**src/crmc_pkg.sv**
```systemverilog
package crmc_pkg;

    // Default geometry: integer pixel coordinates and fractional bits of the circle registers.
    localparam int COORD_BITS_DEF = 12;
    localparam int FRAC_BITS_DEF  = 4;

    // Fixed widths of the channel sums, channel values and means.
    localparam int SUM_W  = 32;
    localparam int CHAN_W = 8;
    localparam int MEAN_W = 8;
    localparam int LANES  = 3;

    // Configuration register indexes.
    localparam int CFG_IDX_W = 2;
    localparam logic [CFG_IDX_W-1:0] CFG_CENTER_X = 2'd0;
    localparam logic [CFG_IDX_W-1:0] CFG_CENTER_Y = 2'd1;
    localparam logic [CFG_IDX_W-1:0] CFG_RADIUS   = 2'd2;

    // Commands from the controller to the datapath.
    typedef struct packed {
        logic load_div;
        logic div_step;
        logic load_out;
    } ctrl_cmd_t;

    // Status from the datapath to the controller.
    typedef struct packed {
        logic frame_done;
        logic div_last;
        logic out_free;
    } ctrl_sts_t;

endpackage

```
**src/circular_region_mean_color.sv**
```systemverilog
// Mean colour of the pixels that fall inside a circle.
// Input channel (s_*): one pixel per request with its integer column and row, three 8-bit
// channels and s_frame_end on a frame's last pixel; one pixel per cycle while s_ready is high.
// Configuration channel (cfg_*): writes the centre column, centre row and radius, all
// unsigned fixed point with FRAC_BITS fractional bits; it is always ready. The user must
// write it only while the block is idle; the block does not enforce this.
// Result channel (m_*): one request per frame, raised after the last pixel, carrying the
// three truncated channel means and the count of pixels inside the circle (zeros when no
// pixel counted).
// Timing: pixels pass a three-stage pipeline (offset, square, accumulate). After the last
// pixel the input stalls while the pipeline drains and an 8-step restoring divider runs,
// so a result is loaded once the divider ends and the output register is free; the input
// reopens in the same cycle as the result appears. Most of what a frame adds to its pixels
// is spent in the divider.
// A stalled receiver holds the result in the output register; the next frame is accepted
// meanwhile and waits at its own last pixel until the register is free.
// Reset clears the circle registers, the sums, the count and any pending result.
module circular_region_mean_color #(
    parameter int COORD_BITS = crmc_pkg::COORD_BITS_DEF,
    parameter int FRAC_BITS  = crmc_pkg::FRAC_BITS_DEF
) (
    input  logic                            aclk,
    input  logic                            aresetn,
    input  logic                            cfg_valid,
    output logic                            cfg_ready,
    input  logic [crmc_pkg::CFG_IDX_W-1:0]  cfg_index,
    input  logic [COORD_BITS+FRAC_BITS-1:0] cfg_data,
    input  logic                            s_valid,
    output logic                            s_ready,
    input  logic [COORD_BITS-1:0]           s_col,
    input  logic [COORD_BITS-1:0]           s_row,
    input  logic [crmc_pkg::CHAN_W-1:0]     s_chan0,
    input  logic [crmc_pkg::CHAN_W-1:0]     s_chan1,
    input  logic [crmc_pkg::CHAN_W-1:0]     s_chan2,
    input  logic                            s_frame_end,
    output logic                            m_valid,
    input  logic                            m_ready,
    output logic [crmc_pkg::MEAN_W-1:0]     m_mean0,
    output logic [crmc_pkg::MEAN_W-1:0]     m_mean1,
    output logic [crmc_pkg::MEAN_W-1:0]     m_mean2,
    output logic [2*COORD_BITS:0]           m_inside_count
);
    import crmc_pkg::*;

    ctrl_cmd_t cmd;
    ctrl_sts_t sts;
    logic      s_fire;

    assign cfg_ready = 1'b1;
    assign s_fire    = s_valid && s_ready;

    // Frame sequencing.
    crmc_ctrl u_ctrl (
        .aclk        (aclk),
        .aresetn     (aresetn),
        .s_valid     (s_valid),
        .s_frame_end (s_frame_end),
        .s_ready     (s_ready),
        .sts         (sts),
        .cmd         (cmd)
    );

    // Distance test, accumulation, division and output register.
    crmc_dp #(
        .COORD_BITS (COORD_BITS),
        .FRAC_BITS  (FRAC_BITS)
    ) u_dp (
        .aclk           (aclk),
        .aresetn        (aresetn),
        .cfg_we         (cfg_valid && cfg_ready),
        .cfg_index      (cfg_index),
        .cfg_data       (cfg_data),
        .s_fire         (s_fire),
        .s_col          (s_col),
        .s_row          (s_row),
        .s_chan0        (s_chan0),
        .s_chan1        (s_chan1),
        .s_chan2        (s_chan2),
        .s_frame_end    (s_frame_end),
        .cmd            (cmd),
        .sts            (sts),
        .m_ready        (m_ready),
        .m_valid        (m_valid),
        .m_mean0        (m_mean0),
        .m_mean1        (m_mean1),
        .m_mean2        (m_mean2),
        .m_inside_count (m_inside_count)
    );

    // The last pixel of a frame closes the input until its result is loaded.
    a_last_stalls: assert property (@(posedge aclk) disable iff (!aresetn)
        s_fire && s_frame_end |=> !s_ready)
        else $error("input still open after the last pixel of a frame");

    // A new result only appears while the input is closed for its frame.
    a_result_after_frame: assert property (@(posedge aclk) disable iff (!aresetn)
        $rose(m_valid) |-> $past(!s_ready))
        else $error("result raised without a closed frame");

    // An empty circle gives zero means.
    a_empty_means_zero: assert property (@(posedge aclk) disable iff (!aresetn)
        m_valid && (m_inside_count == '0) |->
            (m_mean0 == '0) && (m_mean1 == '0) && (m_mean2 == '0))
        else $error("non-zero mean with no pixel inside the circle");

endmodule

```
**src/crmc_ctrl.sv**
```systemverilog
module crmc_ctrl (
    input  logic                  aclk,
    input  logic                  aresetn,
    input  logic                  s_valid,
    input  logic                  s_frame_end,
    output logic                  s_ready,
    input  crmc_pkg::ctrl_sts_t   sts,
    output crmc_pkg::ctrl_cmd_t   cmd
);
    import crmc_pkg::*;

    typedef enum logic [4:0] {
        ST_RUN   = 5'b00001,
        ST_DRAIN = 5'b00010,
        ST_LOAD  = 5'b00100,
        ST_DIV   = 5'b01000,
        ST_OUT   = 5'b10000
    } state_t;

    state_t state_reg;
    state_t state_next;

    // Next state: pixels flow in RUN, the frame closes through drain, load, divide and output.
    always_comb begin
        state_next = state_reg;
        unique case (state_reg)
            ST_RUN: begin
                if (s_valid && s_frame_end) begin
                    state_next = ST_DRAIN;
                end
            end
            ST_DRAIN: begin
                if (sts.frame_done) begin
                    state_next = ST_LOAD;
                end
            end
            ST_LOAD: begin
                state_next = ST_DIV;
            end
            ST_DIV: begin
                if (sts.div_last) begin
                    state_next = ST_OUT;
                end
            end
            ST_OUT: begin
                if (sts.out_free) begin
                    state_next = ST_RUN;
                end
            end
            default: begin
                state_next = ST_RUN;
            end
        endcase
    end

    always_ff @(posedge aclk) begin
        if (!aresetn) begin
            state_reg <= ST_RUN;
        end else begin
            state_reg <= state_next;
        end
    end

    // Handshake and datapath commands.
    assign s_ready      = (state_reg == ST_RUN);
    assign cmd.load_div = (state_reg == ST_LOAD);
    assign cmd.div_step = (state_reg == ST_DIV);
    assign cmd.load_out = (state_reg == ST_OUT) && sts.out_free;

endmodule

```
**src/crmc_dp.sv**
```systemverilog
module crmc_dp #(
    parameter int COORD_BITS = crmc_pkg::COORD_BITS_DEF,
    parameter int FRAC_BITS  = crmc_pkg::FRAC_BITS_DEF
) (
    input  logic                            aclk,
    input  logic                            aresetn,
    input  logic                            cfg_we,
    input  logic [crmc_pkg::CFG_IDX_W-1:0]  cfg_index,
    input  logic [COORD_BITS+FRAC_BITS-1:0] cfg_data,
    input  logic                            s_fire,
    input  logic [COORD_BITS-1:0]           s_col,
    input  logic [COORD_BITS-1:0]           s_row,
    input  logic [crmc_pkg::CHAN_W-1:0]     s_chan0,
    input  logic [crmc_pkg::CHAN_W-1:0]     s_chan1,
    input  logic [crmc_pkg::CHAN_W-1:0]     s_chan2,
    input  logic                            s_frame_end,
    input  crmc_pkg::ctrl_cmd_t             cmd,
    output crmc_pkg::ctrl_sts_t             sts,
    input  logic                            m_ready,
    output logic                            m_valid,
    output logic [crmc_pkg::MEAN_W-1:0]     m_mean0,
    output logic [crmc_pkg::MEAN_W-1:0]     m_mean1,
    output logic [crmc_pkg::MEAN_W-1:0]     m_mean2,
    output logic [2*COORD_BITS:0]           m_inside_count
);
    import crmc_pkg::*;

    localparam int REG_W   = COORD_BITS + FRAC_BITS;
    localparam int SQ_W    = 2 * REG_W;
    localparam int D2_W    = SQ_W + 1;
    localparam int TALLY_W = 2 * COORD_BITS + 1;
    localparam int DSOR_W  = TALLY_W + MEAN_W - 1;
    localparam int WIDE_W  = (SUM_W > TALLY_W + MEAN_W) ? SUM_W : TALLY_W + MEAN_W;
    localparam int CNT_W   = $clog2(MEAN_W);

    // Circle registers.
    logic [REG_W-1:0] center_x_reg;
    logic [REG_W-1:0] center_y_reg;
    logic [REG_W-1:0] radius_reg;

    always_ff @(posedge aclk) begin
        if (!aresetn) begin
            center_x_reg <= '0;
            center_y_reg <= '0;
            radius_reg   <= '0;
        end else if (cfg_we) begin
            unique case (cfg_index)
                CFG_CENTER_X: center_x_reg <= cfg_data;
                CFG_CENTER_Y: center_y_reg <= cfg_data;
                CFG_RADIUS:   radius_reg   <= cfg_data;
                default: ;
            endcase
        end
    end

    // Stage A: absolute offsets from the centre in fixed point.
    logic [REG_W-1:0]  col_fx;
    logic [REG_W-1:0]  row_fx;
    logic [REG_W-1:0]  dx_next;
    logic [REG_W-1:0]  dy_next;
    logic              a_valid_reg;
    logic              a_last_reg;
    logic [REG_W-1:0]  a_dx_reg;
    logic [REG_W-1:0]  a_dy_reg;
    logic [CHAN_W-1:0] a_chan_reg [LANES];

    assign col_fx  = REG_W'(s_col) << FRAC_BITS;
    assign row_fx  = REG_W'(s_row) << FRAC_BITS;
    assign dx_next = (col_fx >= center_x_reg) ? col_fx - center_x_reg : center_x_reg - col_fx;
    assign dy_next = (row_fx >= center_y_reg) ? row_fx - center_y_reg : center_y_reg - row_fx;

    always_ff @(posedge aclk) begin
        if (!aresetn) begin
            a_valid_reg <= 1'b0;
        end else begin
            a_valid_reg <= s_fire;
        end
    end

    always_ff @(posedge aclk) begin
        if (s_fire) begin
            a_last_reg    <= s_frame_end;
            a_dx_reg      <= dx_next;
            a_dy_reg      <= dy_next;
            a_chan_reg[0] <= s_chan0;
            a_chan_reg[1] <= s_chan1;
            a_chan_reg[2] <= s_chan2;
        end
    end

    // Stage B: squares of the offsets and of the radius.
    logic              b_valid_reg;
    logic              b_last_reg;
    logic [SQ_W-1:0]   b_dx2_reg;
    logic [SQ_W-1:0]   b_dy2_reg;
    logic [SQ_W-1:0]   b_r2_reg;
    logic [CHAN_W-1:0] b_chan_reg [LANES];

    always_ff @(posedge aclk) begin
        if (!aresetn) begin
            b_valid_reg <= 1'b0;
        end else begin
            b_valid_reg <= a_valid_reg;
        end
    end

    always_ff @(posedge aclk) begin
        b_last_reg <= a_last_reg;
        b_dx2_reg  <= SQ_W'(a_dx_reg) * SQ_W'(a_dx_reg);
        b_dy2_reg  <= SQ_W'(a_dy_reg) * SQ_W'(a_dy_reg);
        b_r2_reg   <= SQ_W'(radius_reg) * SQ_W'(radius_reg);
        for (int k = 0; k < LANES; k++) begin
            b_chan_reg[k] <= a_chan_reg[k];
        end
    end

    // Accumulation: saturating channel sums and pixel tally, cleared when the divider loads.
    logic [D2_W-1:0]    d2;
    logic               in_circle;
    logic [SUM_W-1:0]   sum_reg  [LANES];
    logic [SUM_W-1:0]   sum_next [LANES];
    logic [SUM_W:0]     sum_ext  [LANES];
    logic [TALLY_W-1:0] tally_reg;
    logic [TALLY_W-1:0] tally_next;

    assign d2        = D2_W'(b_dx2_reg) + D2_W'(b_dy2_reg);
    assign in_circle = b_valid_reg && (d2 <= D2_W'(b_r2_reg));

    always_comb begin
        for (int k = 0; k < LANES; k++) begin
            sum_ext[k] = (SUM_W + 1)'(sum_reg[k]) + (SUM_W + 1)'(b_chan_reg[k]);
            if (cmd.load_div) begin
                sum_next[k] = '0;
            end else if (in_circle) begin
                sum_next[k] = sum_ext[k][SUM_W] ? {SUM_W{1'b1}} : sum_ext[k][SUM_W-1:0];
            end else begin
                sum_next[k] = sum_reg[k];
            end
        end
        if (cmd.load_div) begin
            tally_next = '0;
        end else if (in_circle && (tally_reg != {TALLY_W{1'b1}})) begin
            tally_next = tally_reg + TALLY_W'(1);
        end else begin
            tally_next = tally_reg;
        end
    end

    always_ff @(posedge aclk) begin
        if (!aresetn) begin
            for (int k = 0; k < LANES; k++) begin
                sum_reg[k] <= '0;
            end
            tally_reg <= '0;
        end else begin
            for (int k = 0; k < LANES; k++) begin
                sum_reg[k] <= sum_next[k];
            end
            tally_reg <= tally_next;
        end
    end

    // Restoring divider: one quotient bit per lane per cycle in ST_DIV, overflow checked at load.
    logic [SUM_W-1:0]   rem_reg   [LANES];
    logic [MEAN_W-1:0]  q_reg     [LANES];
    logic               clamp_reg [LANES];
    logic [DSOR_W-1:0]  dsor_reg;
    logic               zero_reg;
    logic [CNT_W-1:0]   cnt_reg;
    logic [TALLY_W-1:0] tally_hold_reg;
    logic               ge        [LANES];

    always_comb begin
        for (int k = 0; k < LANES; k++) begin
            ge[k] = WIDE_W'(rem_reg[k]) >= WIDE_W'(dsor_reg);
        end
    end

    always_ff @(posedge aclk) begin
        if (cmd.load_div) begin
            for (int k = 0; k < LANES; k++) begin
                rem_reg[k]   <= sum_reg[k];
                q_reg[k]     <= '0;
                clamp_reg[k] <= WIDE_W'(sum_reg[k]) >= (WIDE_W'(tally_reg) << MEAN_W);
            end
            dsor_reg       <= DSOR_W'(tally_reg) << (MEAN_W - 1);
            zero_reg       <= (tally_reg == '0);
            cnt_reg        <= CNT_W'(MEAN_W - 1);
            tally_hold_reg <= tally_reg;
        end else if (cmd.div_step) begin
            for (int k = 0; k < LANES; k++) begin
                if (ge[k]) begin
                    rem_reg[k] <= rem_reg[k] - SUM_W'(dsor_reg);
                end
                q_reg[k] <= {q_reg[k][MEAN_W-2:0], ge[k]};
            end
            dsor_reg <= dsor_reg >> 1;
            cnt_reg  <= cnt_reg - CNT_W'(1);
        end
    end

    // Output register.
    logic              m_valid_reg;
    logic [MEAN_W-1:0] mean_sel [LANES];

    always_comb begin
        for (int k = 0; k < LANES; k++) begin
            if (zero_reg) begin
                mean_sel[k] = '0;
            end else if (clamp_reg[k]) begin
                mean_sel[k] = {MEAN_W{1'b1}};
            end else begin
                mean_sel[k] = q_reg[k];
            end
        end
    end

    always_ff @(posedge aclk) begin
        if (!aresetn) begin
            m_valid_reg <= 1'b0;
        end else if (cmd.load_out) begin
            m_valid_reg <= 1'b1;
        end else if (m_ready) begin
            m_valid_reg <= 1'b0;
        end
    end

    always_ff @(posedge aclk) begin
        if (cmd.load_out) begin
            m_mean0        <= mean_sel[0];
            m_mean1        <= mean_sel[1];
            m_mean2        <= mean_sel[2];
            m_inside_count <= tally_hold_reg;
        end
    end

    assign m_valid        = m_valid_reg;
    assign sts.frame_done = b_valid_reg && b_last_reg;
    assign sts.div_last   = (cnt_reg == '0);
    assign sts.out_free   = !m_valid_reg || m_ready;

endmodule
```
**config.mk**
```make
export PLATFORM = sky130hd
export DESIGN_NAME = circular_region_mean_color
export DESIGN_NICKNAME = d
export VERILOG_FILES = /design/src/crmc_pkg.sv /design/src/circular_region_mean_color.sv /design/src/crmc_ctrl.sv /design/src/crmc_dp.sv
export SDC_FILE = /design/constraint.sdc
export NUM_CORES = 2
export LEC_CHECK = 0
export ABC_AREA = 1
export ABC_CLOCK_PERIOD_IN_PS = 12000
export CAP_MARGIN = 5
export CORE_UTILIZATION = 55
export DETAILED_ROUTE_END_ITERATION = 7
export DONT_BUFFER_PORTS = 1
export GPL_ROUTABILITY_DRIVEN = 0
export HOLD_SLACK_MARGIN = 0.05
export MAX_ROUTING_LAYER = met4
export PLACE_DENSITY = 0.7
export REMOVE_ABC_BUFFERS = 1
export SLEW_MARGIN = 0
export SYNTH_ARGS = -nofsm -noshare
export SYNTH_HDL_FRONTEND = slang
export SYNTH_SLANG_ARGS = --single-unit
```
**constraint.sdc**
```tcl
create_clock -name aclk -period 12 [get_ports aclk]
set_clock_uncertainty 0.05 [all_clocks]
set_input_delay 2.4 -clock aclk [delete_from_list [all_inputs] [get_ports aclk]]
set_output_delay 2.4 -clock aclk [all_outputs]
set_load 0.05 [all_outputs]
```
### After elaboration in Yosys (flattened, before gate mapping)

Memory sizes are Yosys's and may differ from the RTL's.
Index checks and enable logic that the tools add are counted.

| storage, ports and cells | value |
|---|---|
| RAM bits | 267 |
| memories | 6 |
| flip-flop bits (word level) | 321 |
| word-level logic and storage cells | 148 |
| input bits | 72 |

Memory list:

| memory | words | width | rd ports | clocked after memory_dff | wr ports | line | text |
|---|---|---|---|---|---|---|---|
| u_dp.rem_reg | 3 | 32 | 3 | 0 | 3 | crmc_dp.sv:164 | `logic [SUM_W-1:0] rem_reg [LANES];` |
| u_dp.sum_reg | 3 | 32 | 3 | 0 | 3 | crmc_dp.sv:120 | `logic [SUM_W-1:0] sum_reg [LANES];` |
| u_dp.a_chan_reg | 3 | 8 | 3 | 0 | 3 | crmc_dp.sv:65 | `logic [CHAN_W-1:0] a_chan_reg [LANES];` |
| u_dp.b_chan_reg | 3 | 8 | 3 | 0 | 3 | crmc_dp.sv:97 | `logic [CHAN_W-1:0] b_chan_reg [LANES];` |
| u_dp.q_reg | 3 | 8 | 3 | 0 | 3 | crmc_dp.sv:165 | `logic [MEAN_W-1:0] q_reg [LANES];` |
| u_dp.clamp_reg | 3 | 1 | 3 | 0 | 3 | crmc_dp.sv:166 | `logic clamp_reg [LANES];` |

| cells by class | value |
|---|---|
| $add $sub $neg | 13 |
| $mul | 3 |
| bitwise gates (word level) | 10 |
| muxes and demuxes | 53 |
| reductions and logical operators | 18 |
| equal/unequal tests | 12 |
| order comparisons | 9 |

Operators with widths:

| kind | count |
|---|---|
| two-way mux 32 bit | 17 |
| adder 32 x 8 -> 33 bit | 3 |
| >= comparator 32 x 33 -> 1 bit | 3 |
| >= comparator 32 bit | 3 |
| multiplier 16 x 16 -> 32 bit | 3 |
| subtractor 32 bit | 3 |
| subtractor 16 bit | 4 |
| two-way mux 8 bit | 6 |
| adder 32 x 32 -> 33 bit | 1 |
| <= comparator 33 x 32 -> 1 bit | 1 |
| >= comparator 16 bit | 2 |
| two-way mux 16 bit | 2 |
| adder 25 x 1 -> 25 bit (second input constant) | 1 |
| zero test 25 bit | 1 |
| != test 25 bit (second input constant) | 1 |
| one-hot mux 5 bit (5 select lines) | 1 |
| two-way mux 1 bit | 23 |
| two-way mux 5 bit | 4 |
| bitwise OR 1 bit | 9 |
| logical AND 1 bit | 6 |
| != test 2 x 1 -> 1 bit (second input constant) | 3 |
| AND reduction 2 bit | 3 |
| equality test 5 x 1 -> 1 bit (second input constant) | 1 |
| equality test 5 x 2 -> 1 bit (second input constant) | 1 |
| 15 further kinds | 16 |

### Logic depth before layout (Yosys ltp)

An unclocked memory read counts as a cell.

| logic depth | value |
|---|---|
| depth after elaboration | 7 |
| mapped depth | 29 |
| mapped depth without buffers | 27 |

### Cells and area by module

Synthesis repeated with hierarchy kept, for this count alone.

| unflattened totals | value |
|---|---|
| cells, all modules | 7233 |
| area, all modules | 57939.3 um2 |

By module, submodules not included:

| module | times used | cells each | area an instance (um2) |
|---|---|---|---|
| crmc_dp | 1 | 7174 | 57569.0 |
| crmc_ctrl | 1 | 55 | 351.6 |
| circular_region_mean_color | 1 | 4 | 18.8 |

### Worst setup path after synthesis

Ideal clock, no wire load.

| timing | value |
|---|---|
| path type | register -> register |
| from | register u_dp.a_dy_reg[9] |
| to | register u_dp.b_dy2_reg[22] |
| clock period less this slack | 5.654 ns |
| slack | 6.346 ns |
| arrival time | 5.532 ns |
| cell stages (with the launch flop) | 25 |
| data required time | 11.878 ns |
| cells stage by stage | edfxtp_1 clkbuf_1 nand2_1 inv_1 fa_1 inv_1 fa_1 inv_1 fa_1 inv_1 fa_1 inv_1 fa_1 inv_1 fa_1 inv_1 ha_1 a21o_1 a21boi_0 a21boi_0 inv_1 nand2_1 nand2_1 a21oi_1 xnor2_1 |

| between the ends | value |
|---|---|
| longest elaborated chain between the ends | 1 |

Ends and longest elaborated chain:

| element | line | text |
|---|---|---|
| start: declaration | crmc_dp.sv:64 | `logic [REG_W-1:0] a_dy_reg;` |
| start signal: assignment | crmc_dp.sv:84 | `a_dy_reg <= dy_next;` |
| multiplier 16 x 16 -> 32 bit | crmc_dp.sv:110 | `b_dy2_reg <= SQ_W'(a_dy_reg) * SQ_W'(a_dy_reg);` |
| end signal: assignment | crmc_dp.sv:110 |  |
| end: declaration | crmc_dp.sv:95 | `logic [SQ_W-1:0] b_dy2_reg;` |

No other way between the ends.
A chain may end at the register's enable or synchronous reset.

### Final worst setup path

| timing | value |
|---|---|
| from | register u_dp.a_dy_reg[6] |
| to | register u_dp.b_dy2_reg[29] |

The elaborated chain is that of the path after synthesis.

==> out/results.tsv <==
metric	value	unit
status	complete, but fails checks	
failing checks	DRC	
die area	0.105	sq mm
synthesis-stage register bit count	585	
die width	324	um
Max Freq	163	MHz
grt ovf	0	
number of fillers in the final layout	9158	
sequential share of the synthesized area	25.4	%
CTS Buf Count	72	
Max-slew headroom	14.5	%
DRT iter0 DRCs	4971	
post-cts resize count	0	
CTS tree	yes	
clk_lat worst skew	0.69	ns
max-cap viol count	0	
Via density	5.64	
post-CTS setup repair buffer count	0	
Hold Crit Depth	0	
Post-synth EDFFs	280	
hpwl dp	123000	um
WP data required	12.56	ns
drt first pass iters	8	
share of layout cells above drive strength 1	3.24	%
top_reg_cell synth	dfxtp_1	
number of cells produced by synthesis	7125	
largest net degree at the start of global routing	96	
Fin. Hold Viols	0	
DR DRC count	7	
Global Route Usage Sum	31.4	%
CTS Buffer Depth	3	
synthesized area	0.0571	sq mm
critical path capture point type	register	
Worst-Margin Slew	1.27	ns
Reg clk slew, reported paths	0.06	ns
crit path launch type	register	
clock root buffer	clkbuf_16	
post-synthesis cell type count	69	
Initial Utilization	55.8	%
Synth area leaders	fa_1, edfxtp_1, ha_1	
vias in the first global route	46200	
Synth area leader	fa_1	
Hold Crit Start	u_dp.a_chan_reg[0][0]	
Port Buffers	0	
Syn-to-layout area delta	6.51	%
Hold Buf Count CTS	0	
Synth top area share	17.4	%
first-pass GRT wire length	250000	um
Critical Path AT	6.68	ns
worst-path maximum fanout	16	
Rows	117	
Die Ht	324	um
H-tree levels	3	
initial antenna violation count	11	
Slew Viols, Final	0	
I/O pins	124	
nets	8185	
reg2reg path depth	19	
WS Path Type	register to register	
Post-synth ARST share	0	%
TritonCTS Sinks	585	
core area	0.102	sq mm
routed wire length per instance	18.6	um
Detail Route Antenna Nets	0	
Final Routed Wirelength	158000	um
warning count from the yosys run	0	
Worst setup startpoint	u_dp.a_dy_reg[6]	
Synth Area per Inst	8.01	sq um
unrepaired setup endpoints after global routing	false	
Hold Crit Class	register to register	
Final setup viols	0	
R2R Path Start	u_dp.a_dy_reg[6]	
vias	47700	
final period utilization	51.0	%
Period minus WS final	6.12	ns
TNS Setup	0	ns
-- worst paths after layout --
kind / slack (ns) / endpoint
setup reg to reg: 5.88 / u_dp.b_dy2_reg[29]
hold / removal: 0.29 / u_dp.b_chan_reg[0][0]
setup / recovery: 5.88 / u_dp.b_dy2_reg[29]
hold reg to reg: 0.29 / u_dp.b_chan_reg[0][0]
-- synthesized netlist by cell type (all sizes together), types with 10 or more instances --
cell type / n
nand2: 1450
inv: 1431
ha: 601
a21oi: 513
fa: 496
nor2: 382
o21ai: 345
nand3: 329
dfxtp: 305
edfxtp: 280
xor2: 188
clkbuf: 151
nand4: 113
nor3: 87
xnor2: 83
buf: 54
a21o: 47
nor4: 47
o21bai: 29
or2: 29
o22ai: 24
a31oi: 18
a21boi: 16
nand3b: 16
o21a: 14
o211ai: 12
a211oi: 11
a221oi: 10
-- cell families after synthesis --
group	count (synthesis)	share of synthesized area [%]
AOI/OAI and AO/OA	1065	10.4
xor gates and xnor gates	271	4.16
adders and majority gates	1097	30.6
buffers and inverters	1639	11.1
DFF	585	25.4
muxes	4	0.0702
other	1	0.00657
and+or+nand+nor	2463	18.2
-- cell usage in the layout (no fill, tap or decap), drive strengths merged, types with 22 or more instances in the layout --
cell / count
nor4: 47
xor2: 188
o22ai: 24
nand2: 1450
inv: 1435
o21bai: 29
fa: 496
a21o: 47
dfxtp: 305
nor3: 87
edfxtp: 280
clkinv: 23
xnor2: 83
clkbuf: 95
ha: 601
a21oi: 513
nand4: 113
nand3: 329
buf: 22
nor2: 382
diode: 27
o21ai: 345
or2: 29
-- stage by stage --
step	area [sq um]	hold slack (ns)	instances	setup slack (ns)	util [%]
floorplan	56100	0.273	6920	6.05	-
global placement	58000	0.274	8310	5.97	56.7
detailed placement	58000	0.279	8310	5.90	56.7
CTS	60700	0.293	8442	5.88	59.3
global route	60700	0.293	8448	5.40	59.4
finish	60800	0.291	8469	5.88	59.4
-- area by class of cell --
cell class,count,area [sq um],area share (%)
diodes,27,67.6,0.111
clock buffers,95,2050,3.38
clock inverters,37,647,1.06
inverters,1434,5390,8.86
multi-input cells,4901,36200,59.6
flip-flops and latches,585,14500,23.9
well taps,1368,1710,2.82
repair buffers,22,165,0.272
-- worst max-delay path, stage by stage, from the launching register on --
cell and delay, ns:
edfxtp_1 0.80, nand2_1 0.23, fa_1 0.58, inv_1 0.05, fa_1 0.53, fa_1 0.44, fa_1 0.52, fa_1 0.50
inv_1 0.06, fa_1 0.50, inv_1 0.06, ha_1 0.43, nand2_1 0.15, nor4_1 0.41, nand3_1 0.14, nand3_1 0.14
a31o_2 0.18, nand2_1 0.05, nand2_1 0.07, xor2_1 0.15
-- per-layer routing --
layer / routed length, um / GRT usage (%) / vias to the layer above / part of all wire (%)
met1: 70300 / 44.2 / 22700 / 45
met3: 16100 / 6.31 / 314 / 10
li1: - / - / 22600 / -
met5: 0 / - / - / 0
met4: 4280 / 8.62 / 0 / 2.7
met2: 67200 / 45.7 / 2117 / 43
Power is left out: the tool's default activity adds up to more than one toggle a clock period on the data nets, which glitch-free logic cannot reach.
